--- config.mk ---
export PLATFORM = sky130hd
export DESIGN_NAME = rds_front
export DESIGN_NICKNAME = d
export VERILOG_FILES = /design/src/hdl/rds_pkg.sv /design/src/hdl/rds_front.sv
export SDC_FILE = /design/constraint.sdc
export NUM_CORES = 2
export LEC_CHECK = 0
export ABC_AREA = 1
export BUFFER_PORTS_ARGS = -buffer_cell sky130_fd_sc_hd__buf_2
export CORE_MARGIN = 3
export CORE_UTILIZATION = 56
export CTS_CLUSTER_DIAMETER = 40
export DETAILED_ROUTE_END_ITERATION = 8
export GPL_TIMING_DRIVEN = 0
export MAX_ROUTING_LAYER = met4
export PLACE_DENSITY = 0.78
export SYNTH_ARGS = -nofsm -noshare
export SYNTH_HDL_FRONTEND = slang
export SYNTH_SLANG_ARGS = --single-unit
export TNS_END_PERCENT = 50
--- constraint.sdc ---
create_clock -name clk -period 12.4 [get_ports clk]
set_input_delay 1.24 -clock clk [delete_from_list [all_inputs] [get_ports clk]]
set_output_delay 1.24 -clock clk [all_outputs]
set_load 0.005 [all_outputs]
--- src/hdl/rds_pkg.sv ---
package rds_pkg;

  localparam logic [2:0] CMD_MAT   = 3'd0;
  localparam logic [2:0] CMD_INV   = 3'd1;
  localparam logic [2:0] CMD_DINV  = 3'd2;
  localparam logic [2:0] CMD_DET   = 3'd3;
  localparam logic [2:0] CMD_CLAMP = 3'd4;

  localparam logic [1:0] REG_ROT0  = 2'd0;
  localparam logic [1:0] REG_ROT1  = 2'd1;
  localparam logic [1:0] REG_ROT2  = 2'd2;
  localparam logic [1:0] REG_FLOOR = 2'd3;

  localparam logic [47:0] ROT0_RST  = 48'd16384;
  localparam logic [47:0] ROT1_RST  = 48'd1073741824;
  localparam logic [47:0] ROT2_RST  = 48'd70368744177664;
  localparam logic [30:0] FLOOR_RST = 31'd66;

  // long division: 65-bit dividend, 62-bit divisor
  localparam int Q_W         = 65;
  localparam int DEN_W       = 62;
  localparam int REM_W       = 63;
  localparam int DIV_BITS    = 5;
  localparam int DIV_STAGES  = Q_W / DIV_BITS;
  localparam int RECIP_SHIFT = 48;
  localparam int DINV_SHIFT  = 64;

  typedef struct packed {
    logic [2:0]         cmd;
    logic signed [31:0] scale_x;
    logic signed [31:0] scale_y;
    logic signed [31:0] scale_z;
    logic [1:0]         deriv_index;
    logic signed [31:0] floor_value;
  } req_t;

  typedef struct packed {
    logic signed [63:0] word0;
    logic signed [63:0] word1;
    logic signed [63:0] word2;
    logic signed [63:0] word3;
    logic signed [63:0] word4;
    logic signed [63:0] word5;
  } rsp_t;

  typedef struct packed {
    logic [2:0]       cmd;
    logic [1:0]       idx;
    logic [2:0][31:0] s;
    logic [31:0]      fl;
    logic             vone;
  } side_t;

  typedef logic [2:0][5:0][31:0] rprod_t;
  typedef logic [2:0][Q_W-1:0]   quo_t;

  // matrix entry order xx, yy, zz, xy, xz, yz
  function automatic int ent_a(input int e);
    case (e)
      1: return 1;
      2: return 2;
      5: return 1;
      default: return 0;
    endcase
  endfunction

  function automatic int ent_b(input int e);
    case (e)
      1: return 1;
      2: return 2;
      3: return 1;
      4: return 2;
      5: return 2;
      default: return 0;
    endcase
  endfunction

  // round half up, arithmetic shift right by n, saturate to 64 bits
  function automatic logic [63:0] round_sat(input logic signed [97:0] w, input int n);
    logic signed [97:0] t;
    t = (w + (98'sd1 <<< (n - 1))) >>> n;
    if ((&t[97:63]) || !(|t[97:63])) begin
      return t[63:0];
    end
    return t[97] ? 64'h8000_0000_0000_0000 : 64'h7FFF_FFFF_FFFF_FFFF;
  endfunction

endpackage

--- src/hdl/rds_front.sv ---
module rds_front (
  input  logic                                 clk,
  input  logic                                 rst,
  input  logic                                 en,
  input  logic                                 req_valid,
  input  rds_pkg::req_t                        req,
  input  logic [30:0]                          zero_floor,
  output logic                                 out_valid,
  output rds_pkg::side_t                       side,
  output logic [2:0][rds_pkg::Q_W-1:0]         num,
  output logic [2:0][rds_pkg::DEN_W-1:0]       den
);

  logic          v1;
  rds_pkg::req_t r1;

  logic [30:0]       zf;
  logic [2:0][31:0]  s1;
  logic [2:0][30:0]  vf;
  logic [30:0]       vsel;

  logic [2:0][30:0]  vf2;
  logic [61:0]       vv2;

  always_ff @(posedge clk) begin
    if (rst) begin
      v1 <= 1'b0;
    end else if (en) begin
      v1 <= req_valid;
    end
    if (en) begin
      r1 <= req;
    end
  end

  // floor each stretch before any reciprocal; a zero floor acts as one LSB
  always_comb begin
    zf = (zero_floor == '0) ? 31'd1 : zero_floor;
    s1[0] = r1.scale_x;
    s1[1] = r1.scale_y;
    s1[2] = r1.scale_z;
    for (int k = 0; k < 3; k++) begin
      vf[k] = ($signed(s1[k]) < $signed({1'b0, zf})) ? zf : s1[k][30:0];
    end
    case (r1.deriv_index)
      2'd0: vsel = vf[0];
      2'd1: vsel = vf[1];
      2'd2: vsel = vf[2];
      default: vsel = 31'd0;
    endcase
  end

  always_ff @(posedge clk) begin
    if (rst) begin
      out_valid <= 1'b0;
    end else if (en) begin
      out_valid <= v1;
    end
    if (en) begin
      side.cmd  <= r1.cmd;
      side.idx  <= r1.deriv_index;
      side.s    <= s1;
      side.fl   <= r1.floor_value;
      side.vone <= (vsel == 31'd1);
      vf2       <= vf;
      vv2       <= vsel * vsel;
    end
  end

  always_comb begin
    for (int k = 0; k < 3; k++) begin
      num[k] = '0;
      den[k] = rds_pkg::DEN_W'(1);
      if (side.cmd == rds_pkg::CMD_INV) begin
        num[k] = (rds_pkg::Q_W'(1) << rds_pkg::RECIP_SHIFT) + rds_pkg::Q_W'(vf2[k] >> 1);
        den[k] = rds_pkg::DEN_W'(vf2[k]);
      end else if (side.cmd == rds_pkg::CMD_DINV && side.idx == 2'(k)) begin
        num[k] = (rds_pkg::Q_W'(1) << rds_pkg::DINV_SHIFT) + rds_pkg::Q_W'(vv2 >> 1);
        den[k] = vv2;
      end
    end
  end

endmodule

==> results.cfg <==
[clock_network]
cts-root-buf = clkbuf_16
postCtsHoldBufs = 0
cts.htree.levels = 2
cts.sinks = 423
cts_buffers = 46
clkTransAtPathRegs_ns = 0.06
clk_latency_ns = 0.60
clk_path_buf_depth = 3
cts_tree = built

[drt]
ant_nets = 0
drt_pass1_iterations = 6
finalWirelength_mm = 172
wl_per_cell_um = 24.7
dr_total_vias = 38800
drt-initial-drc-count = 4333
route.detailed.drc = 0
via_per_inst = 5.57

[cells_and_area]
layout_commonest_cell = inv_1
fillers = 6897
area_delta_synth_final_pct = 13.4
layout.nets = 7048
layout_common_cells = inv_1 (1398), nand2_1 (764), fa_1 (751)
layout-drive-gt1-share = 0.190
fin_area_mm2 = 0.0546
final_util = 0.647

[grt]
grt_usage = 0.395
antenna_found_initial = 18
grt_pass1_vias = 39400
grt_pass1_wl_mm = 249
grt-ovfl-total = 0
grt_max_degree = 131

[synthesis]
synthArstFlopShare = 0
syn-cell-area_mm2 = 0.0482
synthesis.instances = 5054
syn-mean-instance-area_um2 = 9.53
ys_seq_area_frac = 0.263
ys_seq_elements = 423
synthTopCellsByArea = fa_1 (31%), edfxtp_1 (26%), inv_1 (11%)
synth_top_area_share = 0.312
yosys_warnings = 0
ys_types = 51
synth_top_area_cell = fa_1
synth_edf_count = 421
synthFlopType = edfxtp_1

[die]
fp.dieArea_mm2 = 0.0895
die_x_um = 299
ios = 684
core-area_mm2 = 0.0844
initial_core_util = 0.571
rows = 106
die_h_um = 299

[placement]
place_hpwl_mm = 141
gp_congestion = 1.06
placed_cell_area_mm2 = 0.0531
io_buffers = 674
place_ws_ns = -0.124

[critical_path]
critPathRequiredTime_ns = 12.68
cpPeakStageDelay_ns = 0.55
crit_path_end_kind = flip-flop
worst_path_max_delay_cell = fa_1
crit_path_start_kind = primary input
crit_family = adder cells
path_max_fanout = 10
cp_common_cell = nand2_1
crit_type = primary input to flip-flop
critPathBufInv = 10
arrival_ns = 12.54

[timing]
finalCriticalPeriod_ns = 12.26
setup_ws_ns = 0.140
rsz0062_at_grt = true
slew_headroom = 0.273
fin_crit_sh = 0.989
finalHoldViolCount = 0
whs_ns = 0.417
slew_violations = 0
tightest_slew_ns = 1.09
finalSetupViolCount = 0
fin_skew_ns = 0.0648
max_freq_mhz = 81.6

[flow_run]
maxCapViolations = 0

[hold_path]
hold_path.class = flip-flop to flip-flop

[run_status]
status = finished clean
cells by family (layout without fill, tap and decap cells):
logic type / after synthesis / in the layout / synth area share
xor gates and xnor gates: 71 / 71 / 0.0129
AOI/OAI and AO/OA: 348 / 348 / 0.0424
buffers and inverters: 1760 / 2519 / 0.157
adders and majority gates: 1093 / 1093 / 0.401
DFF: 423 / 423 / 0.263
other: 1 / 23 / 0.0000779
and+or+nand+nor: 1358 / 1358 / 0.123
final timing paths:
check | end | depth (start not counted) | slack [ns] | startpoint
max | vv2[54] | 48 | 0.14 | zero_floor[15]
min | side[20] | 0 | 0.42 | r1[19]
max reg2reg | vv2[54] | 37 | 1.07 | r1[125]
min reg2reg | side[20] | 0 | 0.42 | r1[19]
synthesized netlist by cell type, types with 4 or more instances:
master	instances
a211oi_1	10
xnor2_1	24
buf_4	214
ha_1	342
nand3b_1	57
a21oi_1	132
buf_1	12
o21a_1	7
inv_1	1398
and2_1	67
edfxtp_1	421
clkbuf_1	39
nand4_1	11
xor2_1	47
nand2_2	11
nor2_1	250
o21bai_1	8
inv_2	15
o21ai_0	41
nor4_1	5
nand3_1	149
nand2_1	764
fa_1	751
buf_2	76
nand3_2	20
o22ai_1	90
o21ai_1	11
buf_6	5
nor2_2	4
a31oi_1	19
nor3_1	13
timing repair:
item,4_1_cts,5_1_grt
endpoints found under the setup margin,0,5
buffers inserted,0,0
gates resized for setup,0,4
layer usage:
layer / GRT usage / share of wire
met1: 0.488 / 0.35
met2: 0.602 / 0.45
met3: 0.108 / 0.13
met4: 0.197 / 0.064
met5: - / 0
state kept, by name, indices dropped and copies added (netlist names):
name	count
side	134
r1	133
vf2	93
vv2	61
out_valid	1
v1	1
worst register-to-register path: cells and delay by family (launching register included):
family          cells  cell delay [ns]
compound gates      7             1.88
xor+xnor            1             0.18
fa+ha+maj          10             4.64
buf+inv             9             1.41
flops               1             0.59
simple gates       10             2.33
per-stage QoR:
stage	instances	TNS (ns)
2_1_floorplan	5062	0
3_3_place_gp	6870	-0.107
3_5_place_dp	6873	-0.294
4_1_cts	6955	0
5_1_grt	6969	-0.0485
6_report	6969	0
cell type report:
type / instances / area [µm²] / share of cell area
plain buffers: 347 / 2250 / 0.0412
clock inverters: 28 / 317 / 0.00580
clock buffers: 54 / 1180 / 0.0216
repair buffers: 677 / 3470 / 0.0635
well taps: 1134 / 1420 / 0.0260
flip-flops and latches: 423 / 12700 / 0.232
inverters: 1413 / 5300 / 0.0971
diodes: 14 / 35.0 / 0.000641
multi-input cells: 2879 / 28000 / 0.512
Power is not shown: default switching activity piles up to over one toggle a cycle in this logic, so the estimate is an artifact.
